File: src/hdl/nte_pkg.sv
// shared types and word codes for the number to english word tokens block
// no dependencies
`timescale 1ns / 1ps
`default_nettype none

package nte_pkg;

  localparam int unsigned NUM_W    = 31;
  localparam int unsigned WORD_W   = 5;
  localparam int unsigned DIGITS   = 10;
  localparam int unsigned BCD_W    = 4 * DIGITS;
  localparam int unsigned CNT_W    = 5;

  localparam logic [WORD_W-1:0] TOK_ZERO      = 5'd0;
  localparam logic [WORD_W-1:0] TOK_TEN       = 5'd10;
  localparam logic [WORD_W-1:0] TOK_TENS_BASE = 5'd18;
  localparam logic [WORD_W-1:0] TOK_HUNDRED   = 5'd28;

  typedef logic [BCD_W-1:0] bcd_t;

  typedef enum logic [1:0] {
    S_IDLE,
    S_CONV,
    S_EMIT,
    S_FLUSH
  } state_e;

  typedef enum logic [2:0] {
    STEP_HUND,
    STEP_HWORD,
    STEP_REST,
    STEP_UNIT,
    STEP_SCALE
  } step_e;

endpackage

`default_nettype wire

File: src/hdl/nte_bcd_conv.sv
// binary to decimal digit converter, one input bit per cycle (shift and add 3)
// depends on nte_pkg
`timescale 1ns / 1ps
`default_nettype none

module nte_bcd_conv (
  input  wire logic                      clk_i,
  input  wire logic                      rst_ni,
  input  wire logic                      start_i,
  input  wire logic [nte_pkg::NUM_W-1:0] number_i,
  output logic                           done_o,
  output nte_pkg::bcd_t                  digits_o
);

  logic [nte_pkg::NUM_W-1:0] bin_q, bin_d;
  nte_pkg::bcd_t             bcd_q, bcd_d;
  logic [nte_pkg::CNT_W-1:0] cnt_q, cnt_d;
  logic                      busy_q, busy_d;
  logic                      done_q, done_d;
  nte_pkg::bcd_t             adj;

  // add 3 to every digit of 5 or more before the shift
  always_comb begin
    for (int i = 0; i < nte_pkg::DIGITS; i++) begin
      if (bcd_q[4*i +: 4] >= 4'd5) begin
        adj[4*i +: 4] = bcd_q[4*i +: 4] + 4'd3;
      end else begin
        adj[4*i +: 4] = bcd_q[4*i +: 4];
      end
    end
  end

  always_comb begin
    bin_d  = bin_q;
    bcd_d  = bcd_q;
    cnt_d  = cnt_q;
    busy_d = busy_q;
    done_d = 1'b0;
    if (start_i) begin
      bin_d  = number_i;
      bcd_d  = '0;
      cnt_d  = '0;
      busy_d = 1'b1;
    end else if (busy_q) begin
      {bcd_d, bin_d} = {adj[nte_pkg::BCD_W-2:0], bin_q, 1'b0};
      cnt_d = cnt_q + 1'b1;
      if (cnt_q == nte_pkg::CNT_W'(nte_pkg::NUM_W - 1)) begin
        busy_d = 1'b0;
        done_d = 1'b1;
      end
    end
  end

  always_ff @(posedge clk_i or negedge rst_ni) begin
    if (!rst_ni) begin
      cnt_q  <= '0;
      busy_q <= 1'b0;
      done_q <= 1'b0;
    end else begin
      cnt_q  <= cnt_d;
      busy_q <= busy_d;
      done_q <= done_d;
    end
  end

  always_ff @(posedge clk_i) begin
    bin_q <= bin_d;
    bcd_q <= bcd_d;
  end

  assign done_o   = done_q;
  assign digits_o = bcd_q;

endmodule

`default_nettype wire

File: src/hdl/number_to_english_word_tokens_top.sv
// number to english word tokens: top level with token sequencer and output register
// depends on nte_pkg and nte_bcd_conv
//
// usage:
//   input channel: number_i with in_valid_i / in_stall_o. a number is taken
//   when in_valid_i is high and in_stall_o is low. in_stall_o stays high from
//   acceptance until the last word of that number sits in the output register.
//   output channel: word_o and last_o with out_valid_o / out_stall_i, one word
//   per handshake; last_o marks the final word of a number.
// timing:
//   the number is converted to ten decimal digits by a shift-and-add unit, one
//   input bit per cycle. a sequencer then walks the four three-digit groups,
//   one step per cycle unless a stalled output holds it up (at most 20 steps,
//   a zero group takes one step), holding one word back so the final one can
//   be flagged. the next number can be accepted while the final word still
//   waits in the output register.
// reset clears the sequencer, the converter control and the output valid.
// a stalled output holds its word; the sequencer waits while its held word
// cannot move on.
`timescale 1ns / 1ps
`default_nettype none

module number_to_english_word_tokens_top (
  input  wire logic                       clk_i,
  input  wire logic                       rst_ni,
  input  wire logic                       in_valid_i,
  output logic                            in_stall_o,
  input  wire logic [nte_pkg::NUM_W-1:0]  number_i,
  output logic                            out_valid_o,
  input  wire logic                       out_stall_i,
  output logic [nte_pkg::WORD_W-1:0]      word_o,
  output logic                            last_o
);

  nte_pkg::state_e state_q, state_d;
  nte_pkg::step_e  step_q, step_d;
  logic [1:0]      grp_q, grp_d;
  logic            zero_q, zero_d;

  logic [nte_pkg::WORD_W-1:0] hold_q, hold_d;
  logic                       hold_vld_q, hold_vld_d;
  logic [nte_pkg::WORD_W-1:0] word_q, word_d;
  logic                       last_q, last_d;
  logic                       out_vld_q, out_vld_d;

  logic          accept;
  logic          conv_done;
  nte_pkg::bcd_t digits;
  logic [11:0]   grp;
  logic [3:0]    hd, td, ud;
  logic          grp_nz;
  logic          emit;
  logic          next_grp;
  logic          out_free;
  logic [nte_pkg::WORD_W-1:0] tok;

  assign in_stall_o = (state_q != nte_pkg::S_IDLE);
  assign accept     = in_valid_i && !in_stall_o;
  assign out_free   = !out_vld_q || !out_stall_i;

  nte_bcd_conv u_conv (
    .clk_i    (clk_i),
    .rst_ni   (rst_ni),
    .start_i  (accept),
    .number_i (number_i),
    .done_o   (conv_done),
    .digits_o (digits)
  );

  // billion group has only its units digit
  always_comb begin
    case (grp_q)
      2'd3:    grp = {8'd0, digits[39:36]};
      2'd2:    grp = digits[35:24];
      2'd1:    grp = digits[23:12];
      default: grp = digits[11:0];
    endcase
  end

  assign hd     = grp[11:8];
  assign td     = grp[7:4];
  assign ud     = grp[3:0];
  assign grp_nz = (grp != 12'd0);

  always_comb begin
    state_d    = state_q;
    step_d     = step_q;
    grp_d      = grp_q;
    zero_d     = zero_q;
    hold_d     = hold_q;
    hold_vld_d = hold_vld_q;
    word_d     = word_q;
    last_d     = last_q;
    out_vld_d  = out_vld_q && out_stall_i;
    emit       = 1'b0;
    next_grp   = 1'b0;
    tok        = nte_pkg::TOK_ZERO;

    case (state_q)
      nte_pkg::S_IDLE: begin
        if (accept) begin
          zero_d  = (number_i == '0);
          state_d = nte_pkg::S_CONV;
        end
      end

      nte_pkg::S_CONV: begin
        if (conv_done) begin
          if (zero_q) begin
            hold_d     = nte_pkg::TOK_ZERO;
            hold_vld_d = 1'b1;
            state_d    = nte_pkg::S_FLUSH;
          end else begin
            grp_d   = 2'd3;
            step_d  = nte_pkg::STEP_HUND;
            state_d = nte_pkg::S_EMIT;
          end
        end
      end

      nte_pkg::S_EMIT: begin
        case (step_q)
          nte_pkg::STEP_HUND: begin
            emit = grp_nz && (hd != 4'd0);
            tok  = {1'b0, hd};
          end
          nte_pkg::STEP_HWORD: begin
            emit = (hd != 4'd0);
            tok  = nte_pkg::TOK_HUNDRED;
          end
          nte_pkg::STEP_REST: begin
            if (td == 4'd0) begin
              emit = (ud != 4'd0);
              tok  = {1'b0, ud};
            end else if (td == 4'd1) begin
              emit = 1'b1;
              tok  = nte_pkg::TOK_TEN + {1'b0, ud};
            end else begin
              emit = 1'b1;
              tok  = nte_pkg::TOK_TENS_BASE + {1'b0, td};
            end
          end
          nte_pkg::STEP_UNIT: begin
            emit = (td >= 4'd2) && (ud != 4'd0);
            tok  = {1'b0, ud};
          end
          nte_pkg::STEP_SCALE: begin
            emit = (grp_q != 2'd0);
            tok  = nte_pkg::TOK_HUNDRED + {3'd0, grp_q};
          end
          default: begin
            emit = 1'b0;
          end
        endcase

        // the held word moves out only when a newer one replaces it
        if (!emit || !hold_vld_q || out_free) begin
          if (emit) begin
            if (hold_vld_q) begin
              word_d    = hold_q;
              last_d    = 1'b0;
              out_vld_d = 1'b1;
            end
            hold_d     = tok;
            hold_vld_d = 1'b1;
          end
          case (step_q)
            nte_pkg::STEP_HUND: begin
              if (grp_nz) begin
                step_d = nte_pkg::STEP_HWORD;
              end else begin
                next_grp = 1'b1;
              end
            end
            nte_pkg::STEP_HWORD: step_d = nte_pkg::STEP_REST;
            nte_pkg::STEP_REST:  step_d = nte_pkg::STEP_UNIT;
            nte_pkg::STEP_UNIT:  step_d = nte_pkg::STEP_SCALE;
            default:             next_grp = 1'b1;
          endcase
          if (next_grp) begin
            step_d = nte_pkg::STEP_HUND;
            if (grp_q == 2'd0) begin
              state_d = nte_pkg::S_FLUSH;
            end else begin
              grp_d = grp_q - 2'd1;
            end
          end
        end
      end

      nte_pkg::S_FLUSH: begin
        if (out_free) begin
          word_d     = hold_q;
          last_d     = 1'b1;
          out_vld_d  = 1'b1;
          hold_vld_d = 1'b0;
          state_d    = nte_pkg::S_IDLE;
        end
      end

      default: begin
        state_d = nte_pkg::S_IDLE;
      end
    endcase
  end

  always_ff @(posedge clk_i or negedge rst_ni) begin
    if (!rst_ni) begin
      state_q    <= nte_pkg::S_IDLE;
      step_q     <= nte_pkg::STEP_HUND;
      grp_q      <= 2'd0;
      hold_vld_q <= 1'b0;
      out_vld_q  <= 1'b0;
    end else begin
      state_q    <= state_d;
      step_q     <= step_d;
      grp_q      <= grp_d;
      hold_vld_q <= hold_vld_d;
      out_vld_q  <= out_vld_d;
    end
  end

  always_ff @(posedge clk_i) begin
    zero_q <= zero_d;
    hold_q <= hold_d;
    word_q <= word_d;
    last_q <= last_d;
  end

  assign out_valid_o = out_vld_q;
  assign word_o      = word_q;
  assign last_o      = last_q;

endmodule

`default_nettype wire

File: config.mk
export PLATFORM = sky130hd
export DESIGN_NAME = number_to_english_word_tokens_top
export DESIGN_NICKNAME = d
export VERILOG_FILES = /design/src/hdl/nte_pkg.sv /design/src/hdl/nte_bcd_conv.sv /design/src/hdl/number_to_english_word_tokens_top.sv
export SDC_FILE = /design/constraint.sdc
export NUM_CORES = 1
export LEC_CHECK = 0
export BUFFER_PORTS_ARGS = -buffer_cell sky130_fd_sc_hd__clkbuf_2
export CAP_MARGIN = 20
export CORE_AREA = 4 4 191 137
export DETAILED_ROUTE_END_ITERATION = 6
export DIE_AREA = 0 0 195 141
export HOLD_SLACK_MARGIN = 0.06
export PLACE_DENSITY_LB_ADDON = 0.3
export SYNTH_ARGS = -nofsm -noshare
export SYNTH_HDL_FRONTEND = slang
export SYNTH_SLANG_ARGS = --single-unit
File: constraint.sdc
create_clock -name clk_i -period 8.26 [get_ports clk_i]
set_input_delay 1.239 -clock clk_i [delete_from_list [all_inputs] [get_ports clk_i]]
set_output_delay 1.239 -clock clk_i [all_outputs]
set_load 0.05 [all_outputs]
# After elaboration in Yosys (flattened, before gate mapping)

Cells that the tools add are included.

Word-level logic and storage cells: 177
Input bits: 35
Flip-flop bits (word level): 99
Output and inout port bits: 8

Magnitude comparators: 11
Equality and inequality tests: 25
Multiplexer cells: 78
Reduce and logical (&&, ||, !) cells: 34
$add $sub $neg: 15

Operator list:

| cell                | number |
|---|---|
| $mux 31             | 2 |
| $mux 5              | 12 |
| $ge 4x3->1 const B  | 10 |
| $add 4x2->4 const B | 9 |
| $mux 4              | 9 |
| $pmux 12 s3         | 1 |
| $logic_not 31->1    | 1 |
| $mux 1              | 25 |
| $pmux 5 s5          | 1 |
| $reduce_and 6->1    | 4 |
| $mux 2              | 11 |
| $ne 2x2->1 const B  | 10 |
| $pmux 5 s2          | 2 |
| $mux 3              | 6 |
| $pmux 3 s4          | 1 |
| $reduce_bool 12->1  | 1 |
| $reduce_and 5->1    | 2 |
| $reduce_bool 2->1   | 5 |
| $eq 2x2->1 const B  | 4 |
| $pmux 2 s4          | 1 |
| $reduce_bool 4->1   | 2 |
| $eq 3x2->1 const B  | 2 |
| $ne 6x2->1 const B  | 1 |
| $pmux 1 s2          | 3 |
| 27 further kinds    | 38 |

# Longest topological paths before layout

Gate-level depths: netlist (run 1).

Word-level depth: 14
Mapped depth: 13
Mapped depth without buffers: 11

# Hierarchy

Synthesis (run 1) repeated with hierarchy kept, for this count alone.

Cells, all modules: 599
Area total of the unflattened synthesis: 5904.4 µm²

By module, submodules not included:

| module                            | cells each | instances | area each (µm²) |
|---|---|---|---|
| nte_bcd_conv                      | 402        | 1         | 4082.7 |
| number_to_english_word_tokens_top | 197        | 1         | 1821.7 |

# Worst setup path after synthesis (run 1)

No wires, ideal clock.

Path type: input-to-reg
Start: input port in_valid_i
End: register u_conv.bin_q[0] (netlist bit), enable pin
Slack: 5537 ps
Cell stages on the path: 3
Buffers on the path: 1
Data arrival time: 2252 ps
Path through: nand2_1 clkbuf_1 nand2_1

Cells in the longest elaborated chain, start to end: 2

RTL lines:

| element                     | RTL line                                | source |
|---|---|---|
| start, declared             | number_to_english_word_tokens_top.sv:26 | `input wire logic in_valid_i,` |
| $logic_and 1x1->1           | number_to_english_word_tokens_top.sv:58 | `assign accept = in_valid_i && !in_stall_o;` |
| $reduce_bool 2->1 (no line) | -                                       |  |
| end signal, assigned        | nte_bcd_conv.sv:67                      | `bin_q <= bin_d;` |
| end, declared               | nte_bcd_conv.sv:15                      | `logic [nte_pkg::NUM_W-1:0] bin_q, bin_d;` |

No other way between the ends.
A chain may end at the register's enable or synchronous reset.

# Worst setup path after layout (run 1)

Start: register grp_q[0]
End: register grp_q[0]

Cells in the longest elaborated chain, start to end: 11

RTL lines:

| element                                   | RTL line                                 | source |
|---|---|---|
| start, declared                           | number_to_english_word_tokens_top.sv:37  | `logic [1:0] grp_q, grp_d;` |
| start signal, assigned                    | number_to_english_word_tokens_top.sv:217 | `grp_q <= grp_d;` |
| $eq 2x1->1 or $eq 2x2->1 (tied branches)  | number_to_english_word_tokens_top.sv:72  | `case (grp_q)` |
| $pmux 12 s3                               | number_to_english_word_tokens_top.sv:72  |  |
| $ge 4x2->1 (tied with other cells)        | number_to_english_word_tokens_top.sv:144 | `emit = (td >= 4'd2) && (ud != 4'd0);` |
| $logic_and 1x1->1 (tied with other cells) | number_to_english_word_tokens_top.sv:144 |  |
| $pmux 1 s5                                | number_to_english_word_tokens_top.sv:122 | `case (step_q)` |
| $mux 1                                    | number_to_english_word_tokens_top.sv:99  | `case (state_q)` |
| $logic_not 1->1                           | number_to_english_word_tokens_top.sv:157 | `if (!emit \|\| !hold_vld_q \|\| out_free) begin` |
| $logic_or 1x1->1 (2 in a row)             | number_to_english_word_tokens_top.sv:157 |  |
| $ne 2x2->1 (no line)                      | -                                        |  |
| $reduce_and 6->1 (no line)                | -                                        |  |

Parallel ways exist; a longest one is shown, timed or not. The select of a mux whose other input is x is not followed.

==> impl_metrics.toml, run 1 <==
[status]
outcome = "completed"

[global_route]
grt_max_degree = 47
grt_pass1_wl_um = 21960
grt_pass1_vias = 4120
grt_use_total_pct = 9.738
antenna_found_initial = 0
grt_overflow = 0

[clocking]
clock_sinks = 99
cts_max_path_buffers = 2
tritoncts = "built"
cts-resized-gates = 0
htree_levels = 3
hold_buffers = 0
root_buffer = "clkbuf_16"
post_cts_buffers = 0
cts-buffers-inserted = 9
clkTransAtPathRegs_ns = 0.06
insertion_delay_ns = 0.35

[critical_path]
crit_path_start_kind = "register"
arrival_ns = 3.42
rrSetupSlack_ns = 5.07
critical_path_class = "register to register"
cp-startpoint = "grp_q[0]"
r2r-start = "grp_q[0]"
cp.required_ns = 8.49
cp-end-kind = "register"
critPathMaxFanout = 17
crit_end = "grp_q[0]"
r2r-end = "grp_q[0]"
rr_worst_depth = 9

[timing]
skew_ns = 0.008928
whs_ns = 0.4222
worst_slack_ns = 5.073
finalCritPeriodShare_pct = 38.58
worst_slew_pin_slew_ns = 0.5592
setup_viol = 0
setup_tns_ns = 0
drv_slew = 0
max_freq_ghz = 0.3138
rsz0062_at_grt = "false"
min_period_ns = 3.187
hold_viol = 0
max-slew-margin-rel_pct = 62.33

[route]
drt_iter0_drc = 366
drc = 0
wire_per_inst_um = 13.18
routed_wirelength_um = 13140
drt_first_pass_iters = 5
avgViaCountPerCell = 4.395
detail-route-antenna-nets = 0
vias = 4382

[power]
seqPwrFrac_pct = 39.6
clkPwrFrac_pct = 16.5
ir_worst_vdd_uv = 113.6
p_leak_nw = 2.699
switching_share_pct = 42.26
switching_power_uw = 986.7
p_comb_share_pct = 43.8
power.internal_mw = 1.348
power_density_mw_per_mm2 = 369.2

[floorplan]
fp-row-count = 48
initial_core_util_pct = 22.64
pin_count = 43
die_h_um = 141
die_w_um = 195
core_area_mm2 = 0.02438
fp.dieArea_mm2 = 0.02750

[logic_synthesis]
synth.ff_latch_count = 99
synth_xor_area_share_pct = 3.966
yosys.area.top_type = "edfxtp_1"
synth_top_family_by_area = "simple AND/OR/NAND/NOR gates"
synth_edf_count = 43
synth_area_mm2 = 0.005520
yosys_warnings = 0
synthFlopType = "edfxtp_1"
synth.mux.area_fraction_pct = 3.150
avgSynthCellArea_um2 = 8.693
synth_compound_area_share_pct = 14.94
yosys-top-cells-area = "edfxtp_1 (23%), dfxtp_1 (15%), nand2_1 (8.9%), ha_1 (7.5%), dfrtp_1 (7.3%)"
synthAdderAreaFrac_pct = 7.480
async_flop_share_pct = 16.16
synth.top_cell.area_share_pct = 23.39
yosys.area_share.simple_pct = 20.65
synthDistinctLibCells = 54
synth-seq-area-share_pct = 45.15
syn_inst = 635
syn_nets = 703

[placed_design]
io_buffers = 42
hpwlAfterDp_um = 9568
dp_slack_ns = 5.008
gp_congestion = 0.8574
post_dp_cell_area_mm2 = 0.006056

[final_layout]
final_area_mm2 = 0.006325
layout-drive-gt1-share_pct = 10.57
area.growth.synth_to_final_pct = 14.57
diodes = 0
postLayoutCoreUtil_pct = 25.94
nNetsFinal = 735
fill_cells = 2676

[job]
max_cap_violations = 0

[min_path]
hold_path.class = "register to register"
[worst max-delay path, stage by stage, from the launching register on]
cell and delay, ns:
dfrtp_1 0.44, inv_1 0.10, ha_1 0.52, inv_1 0.30, o21ai_0 0.28, and4_1 0.28
o31ai_1 0.12, o2111ai_2 0.29, or3b_1 0.42, mux2_1 0.32
[logic make-up (layout without fill, tap and decap cells)]
family,Yosys count,after routing
DFF,99,99
and+or+nand+nor,264,264
xor gates and xnor gates,25,25
muxes,17,17
buffers and inverters,64,101
AOI/OAI and AO/OA,133,133
adders and majority gates,33,33
[cell usage in the layout, fill, tap and decap left out, drive strengths merged, types with 14 or more instances in the layout]
cell type,n
nor2,65
nor3,16
o21ai,47
edfxtp,43
dfrtp,16
ha,33
a21oi,49
mux2i,14
inv,36
clkbuf,53
nand2,131
dfxtp,40
[metal layers]
metal  up-vias  track usage, %  wire [µm]
met1      2042           15.37       7361
li1       2247               -          -
met3         7           2.867        646
met5         -               0          0
met2        86           13.31       5080
met4         0           1.102         55
[layout make-up]
type	instances	area, µm²	area share (%)
clock inverters	5	31.28	0.4946
repair buffers	48	252.7	3.996
flip-flops and latches	99	2492	39.41
multi-input cells	472	2770	43.80
clock buffers	11	232.7	3.680
inverters	37	138.9	2.196
well taps	325	406.6	6.429
[per-stage QoR]
step | total power [mW] | std cells
6_report | 2.335 | 997
2_1_floorplan | 1.694 | 635
3_5_place_dp | 1.952 | 980
3_3_place_gp | 1.952 | 980
4_1_cts | 2.352 | 996
5_1_grt | 2.560 | 997
[sequential cells by signal, summed over array words and instances (netlist names)]
| signal | cells |
|---|---|
| grp_q | 2 |
| state_q | 2 |
| hold_vld_q | 1 |
| hold_q | 5 |
| u_conv.busy_q | 1 |
| out_valid_o | 1 |
| last_o | 1 |
| u_conv.digits_o | 40 |
| u_conv.cnt_q | 5 |
| word_o | 5 |
| u_conv.done_o | 1 |
| zero_q | 1 |
| step_q | 3 |
| u_conv.bin_q | 31 |
[worst min-delay path by stage]
stage	slack (ns)	from	endpoint	cells after the start
after floorplan	0.40	hold_q[0]	word_o[0]	0
after global placement	0.41	hold_q[2]	word_o[2]	0
after detailed placement	0.41	hold_q[4]	word_o[4]	0
after CTS	0.43	hold_q[4]	word_o[4]	0
after global routing	0.44	hold_q[2]	word_o[2]	0
final	0.42	hold_q[4]	word_o[4]	0
[synthesized netlist by cell type, types with 2 or more instances]
master,number
o2111ai_1,2
a22o_1,2
o21a_1,2
a22oi_1,3
or2_2,2
a221o_1,5
buf_1,3
buf_2,2
nor2b_1,4
edfxtp_1,43
xor2_1,12
a31oi_1,4
nand2_1,131
nand4_1,6
a21oi_1,49
dfrtp_1,16
a211oi_1,2
nand2b_1,11
nor4_1,7
inv_1,35
a221oi_1,2
dfxtp_1,40
buf_6,2
mux2i_1,14
mux2_1,3
xnor2_1,13
o21ai_1,6
nor3_1,16
o21ai_0,41
o31ai_1,3
nor2_1,64
ha_1,33
nand3_1,13
and3_1,2
clkbuf_1,20
and2_1,2
a222oi_1,3
[power by group through the flow]
stage | clock network (mW) | logic [mW] | registers, mW
floorplan | 0 | 0.783 | 0.911
global placement | 0 | 1.02 | 0.937
detailed placement | 0 | 1.02 | 0.935
CTS | 0.401 | 1.03 | 0.926
global route | 0.422 | 1.18 | 0.956
finish | 0.386 | 1.02 | 0.926
(Power assumes the default switching activity.)
==> run 2, diff against run 1 <==
==> constraint.sdc (replaced) <==
create_clock -name clk_i -period 3.3 [get_ports clk_i]
set_input_delay 0.495 -clock clk_i [delete_from_list [all_inputs] [get_ports clk_i]]
set_output_delay 0.495 -clock clk_i [all_outputs]
set_load 0.05 [all_outputs]
==> run 2 against run 1 <==
  * Combinational power increased to 2.6 times the previous value
  * Routed wire length up 0.94%
  * Critical endpoint unchanged
  * Highest routed layer unchanged
  * Clock-buffer cell count grew 1
==> impl_metrics.toml, run 2 (same netlist as run 1, synthesis figures left out) <==
[clocking]
clkTransAtPathRegs_ns = 0.07
tritoncts = "built"
clock_sinks = 99
insertion_delay_ns = 0.35
cts_max_path_buffers = 2
htree_levels = 3
post_cts_buffers = 0
cts-buffers-inserted = 9
root_buffer = "clkbuf_16"

[global_route]
grt_pass1_vias = 4188
grt_max_degree = 69
grt_pass1_wl_um = 22160
antenna_found_initial = 0
grt_use_total_pct = 9.835
grt_overflow = 0

[critical_path]
cpMaxStageDelayCell = "a221oi_1"
arrival_ns = 3.31
crit_path_start_kind = "register"
rrSetupSlack_ns = 0.22
worst_path_dominant_cell_family = "compound AO/OA/AOI/OAI gates"
cp.buffers_inverters = 1
cpPeakStageDelay_ns = 0.45
r2r-end = "grp_q[0]"
critical_path_class = "register to register"
cp-end-kind = "register"
r2r-start = "grp_q[1]"
cp_cell_sequence = "inv_1 -> ha_1 -> a221oi_1 -> o22ai_2 -> o31ai_4 -> a2111oi_2 -> o2111ai_2 -> or3b_1 -> mux2_1"
rr_worst_depth = 9
cp.required_ns = 3.53
critPathMaxFanout = 12

[placed_design]
io_buffers = 42
gp_congestion = 0.8414
hpwlAfterDp_um = 9595

[power]
power_density_mw_per_mm2 = 940.0
p_leak_nw = 2.768
ir_worst_vdd_uv = 355.6

[final_layout]
seq_area_mm2 = 0.002492
final_cell_mix = "nand2_1 (131), nor2_1 (64), a21oi_1 (49), clkbuf_2 (43), edfxtp_1 (43)"
nNetsFinal = 740
largest_reg_flops = 40
postLayoutCoreUtil_pct = 26.38
area.growth.synth_to_final_pct = 16.52
layout-drive-gt1-share_pct = 11.82
diodes = 0
final_common_cell = "nand2_1"
fill_cells = 2674
multi_input_area_mm2 = 0.002776

[route]
drt_iter0_drc = 327
drc = 0
detail-route-antenna-nets = 0
routed_wirelength_um = 13270
vias = 4424
wire_per_inst_um = 13.24
avgViaCountPerCell = 4.415
drt_first_pass_iters = 5

[timing]
max_freq_ghz = 0.3244
max-slew-margin-rel_pct = 61.28
min_period_ns = 3.082
setup_viol = 0
worst_slew_pin_slew_ns = 0.5747
drv_slew = 0
finalCritPeriodShare_pct = 93.40
skew_ns = 0.01025
setup_tns_ns = 0
rsz0062_at_grt = "false"
hold_viol = 0

[floorplan]
fp.dieArea_mm2 = 0.02750
die_w_um = 195
pin_count = 43
fp-row-count = 48
initial_core_util_pct = 22.64
core_area_mm2 = 0.02438
die_h_um = 141

[min_path]
hold_path.class = "primary input to async pin"

[status]
outcome = "completed"

[job]
max_cap_violations = 0
[run 2: changes by cell type in the layout (fill, tap and decap cells not counted), sizes merged]
| cell | change |
|---|---|
| buf | +5 |
| inv | +2 |
| clkbuf | +1 |
| bufinv | +1 |
| clkinvlp | -4 |
[run 2: what timing repair did]
item | 4_1_cts | 5_1_grt
setup endpoints to repair | 0 | 7
hold buffers | 0 | 0
gates resized for setup | 0 | 2
[run 2: area by class of cell]
type | instances | area share [%]
sequential | 99 | 38.75
timing repair buffer | 53 | 4.746
tap | 325 | 6.322
clock inverter | 4 | 0.8364
clock buffer | 12 | 4.026
inverter | 37 | 2.159
multi-input combinational | 472 | 43.16
[run 2: stage by stage]
stage	area [µm²]	worst slack (ns)	cells	total power [mW]	hold slack [ns]
after floorplan	5520	0.6061	635	4.241	0.1994
after global placement	6113	0.3125	986	4.928	0.4034
after detailed placement	6113	0.2060	986	4.924	0.4062
after CTS	6426	0.1836	1002	6.090	0.07845
after global routing	6432	0.01560	1002	6.610	0.09836
final	6432	0.2176	1002	6.046	0.07051
[run 2: routing by layer]
layer | vias to the layer above | share of wire (%) | track usage, %
met4 | 0 | 0.55 | 1.579
met3 | 6 | 4.9 | 2.843
met5 | - | 0 | 0
met2 | 96 | 38 | 13.05
met1 | 2057 | 57 | 15.69
li1 | 2265 | - | -
[run 2: worst max-delay path by stage]
| stage | slack [ns] | startpoint | to | cells after the start |
|---|---|---|---|---|
| final | 0.22 | grp_q[1] | grp_q[0] | 9 |
| after global routing | 0.02 | grp_q[1] | grp_q[0] | 9 |
| after CTS | 0.18 | grp_q[0] | grp_q[0] | 9 |
| after detailed placement | 0.21 | grp_q[0] | grp_q[0] | 9 |
| after global placement | 0.31 | grp_q[0] | grp_q[1] | 9 |
| after floorplan | 0.61 | grp_q[0] | grp_q[0] | 10 |
[run 2: report_power, final]
group	total [mW]	internal, mW	switching (mW)
combinational	2.61	1.03	1.58
clock	1.13	0.643	0.484
sequential	2.31	1.88	0.427
total	6.05	3.55	2.49
==> run 3, diff against run 2 <==
--- a/config.mk
+++ b/config.mk
@@ -11,7 +11,9 @@
 export DETAILED_ROUTE_END_ITERATION = 6
 export DIE_AREA = 0 0 195 141
 export HOLD_SLACK_MARGIN = 0.06
+export MAX_ROUTING_LAYER = met4
 export PLACE_DENSITY_LB_ADDON = 0.3
+export SETUP_SLACK_MARGIN = 0.3
 export SYNTH_ARGS = -nofsm -noshare
 export SYNTH_HDL_FRONTEND = slang
 export SYNTH_SLANG_ARGS = --single-unit
==> run 3 against run 2 <==
  * Sequential power hardly changed
  * Largest power group unchanged
  * Worst setup slack better by 0.20 ns
  * Critical path type unchanged
  * Design area is 1.6% higher
  * Sequential share of layout area is 0.57 points lower
  * Highest routed layer unchanged
  * Largest cell class unchanged
==> impl_metrics.toml, run 3 (same netlist as run 1, synthesis figures left out) <==
[status]
outcome = "completed"

[critical_path]
r2r-start = "grp_q[0]"
cpPeakStageDelay_ns = 0.46
arrival_ns = 3.11
r2r-end = "grp_q[0]"
critical_path_class = "register to register"
crit_path_start_kind = "register"
cpMaxStageDelayCell = "dfrtp_2"
rr_worst_depth = 9
rrSetupSlack_ns = 0.42
cp-end-kind = "register"
cp.required_ns = 3.53
cp_cell_sequence = "inv_2 -> ha_4 -> a222oi_1 -> nand3_1 -> o21ai_4 -> a2111oi_4 -> o2111ai_2 -> or3b_1 -> mux2_1"
critPathMaxFanout = 12

[final_layout]
final_cell_mix = "nand2_1 (131), nor2_1 (64), a21oi_1 (49), clkbuf_2 (43), edfxtp_1 (43)"
fin_cells = 1003
nNetsFinal = 741
fill_cells = 2670
largest_reg_flops = 40
final_common_cell = "nand2_1"
diodes = 0
layout-drive-gt1-share_pct = 13.42
area.growth.synth_to_final_pct = 18.38

[route]
avgViaCountPerCell = 4.396
drt_first_pass_iters = 6
routed_wirelength_um = 13420
drt_iter0_drc = 388
detail-route-antenna-nets = 0
wire_per_inst_um = 13.38
vias = 4409
drc = 0

[floorplan]
die_w_um = 195
core_area_mm2 = 0.02438
fp.dieArea_mm2 = 0.02750
initial_core_util_pct = 22.64
pin_count = 43
fp-row-count = 48
die_h_um = 141

[placed_design]
gp_congestion = 0.8545
hpwlAfterDp_um = 9595
dpl.cell_count = 986
io_buffers = 42

[timing]
worst_slew_pin_slew_ns = 0.5789
skew_ns = 0.01320
setup_viol = 0
drv_slew = 0
hold_viol = 0
rsz0062_at_grt = "false"
finalCritPeriodShare_pct = 87.32
setup_tns_ns = 0
min_period_ns = 2.882
max_freq_ghz = 0.3470
max-slew-margin-rel_pct = 61.00

[clocking]
insertion_delay_ns = 0.36
tritoncts = "built"
cts-buffers-inserted = 9
root_buffer = "clkbuf_16"
cts_max_path_buffers = 2
clkTransAtPathRegs_ns = 0.07
clock_sinks = 99
htree_levels = 3
hold_buffers = 0

[global_route]
grt_pass1_vias = 4184
grt_max_degree = 69
antenna_found_initial = 0
grt_pass1_wl_um = 22170
grt_overflow = 0
grt_use_total_pct = 10.16

[job]
max_cap_violations = 0

[power]
power_density_mw_per_mm2 = 945.4
p_leak_nw = 2.767
ir_worst_vdd_uv = 358.9

[min_path]
hold_path.class = "primary input to async pin"
-- run 3: cell count changes in the layout (fill, tap and decap cells not counted), sizes merged --
cell	before	now
buf	11	12
-- run 3: layout make-up --
cell class	instances	area, µm²	area share (%)
Clock buffer	12	259.0	3.963
Clock inverter	4	53.80	0.8233
Inverter	37	138.9	2.125
Multi-Input combinational cell	472	2869	43.90
Sequential cell	99	2495	38.18
Tap cell	325	406.6	6.222
Timing Repair Buffer	54	312.8	4.787
-- run 3: metrics by stage --
stage / utilization, % / total power, mW / worst slack [ns] / instance area (µm²) / hold slack, ns
final: 26.80 / 6.178 / 0.4184 / 6535 / 0.06463
after global routing: 26.80 / 6.741 / 0.2954 / 6535 / 0.09374
after CTS: 26.42 / 6.110 / 0.3064 / 6442 / 0.07841
after detailed placement: 25.07 / 4.924 / 0.2060 / 6113 / 0.4062
after global placement: 25.07 / 4.928 / 0.3125 / 6113 / 0.4034
after floorplan: - / 4.241 / 0.6061 / 5520 / 0.1994
-- run 3: worst max-delay path by stage --
| stage | from | end | cells after the start |
|---|---|---|---|
| 6_report | grp_q[0] | grp_q[0] | 9 |
| 3_3_place_gp | grp_q[0] | grp_q[1] | 9 |
| 4_1_cts | grp_q[0] | grp_q[0] | 10 |
| 5_1_grt | grp_q[0] | grp_q[0] | 9 |
| 2_1_floorplan | grp_q[0] | grp_q[0] | 10 |
| 3_5_place_dp | grp_q[0] | grp_q[0] | 9 |
-- run 3: worst max-delay path: cells and delay by family, from the launching register on --
family / cells / cell delay (ns)
fa+ha+maj: 1 / 0.22
flops: 1 / 0.46
buf+inv: 1 / 0.09
mux: 1 / 0.33
compound gates: 4 / 1.03
simple gates: 2 / 0.61
-- run 3: what timing repair did --
action	4_1_cts	5_1_grt
buffers inserted	0	1
gates resized for setup	5	14
pin swaps	1	6
setup endpoints to repair	7	17
-- run 3: power by group --
group          internal [mW]  switching [mW]  total, mW  leakage, nW
clock network          0.643           0.486       1.13        0.156
logic                   1.08            1.64       2.72         1.62
registers               1.89           0.443       2.33        0.988
-- run 3: per-layer routing --
metal / track usage (%) / vias up / routed length, µm
met5: - / - / 0
met4: 1.653 / 0 / 100
met3: 2.914 / 11 / 701
met2: 13.13 / 85 / 5089
met1: 15.64 / 2044 / 7528
li1: - / 2269 / -
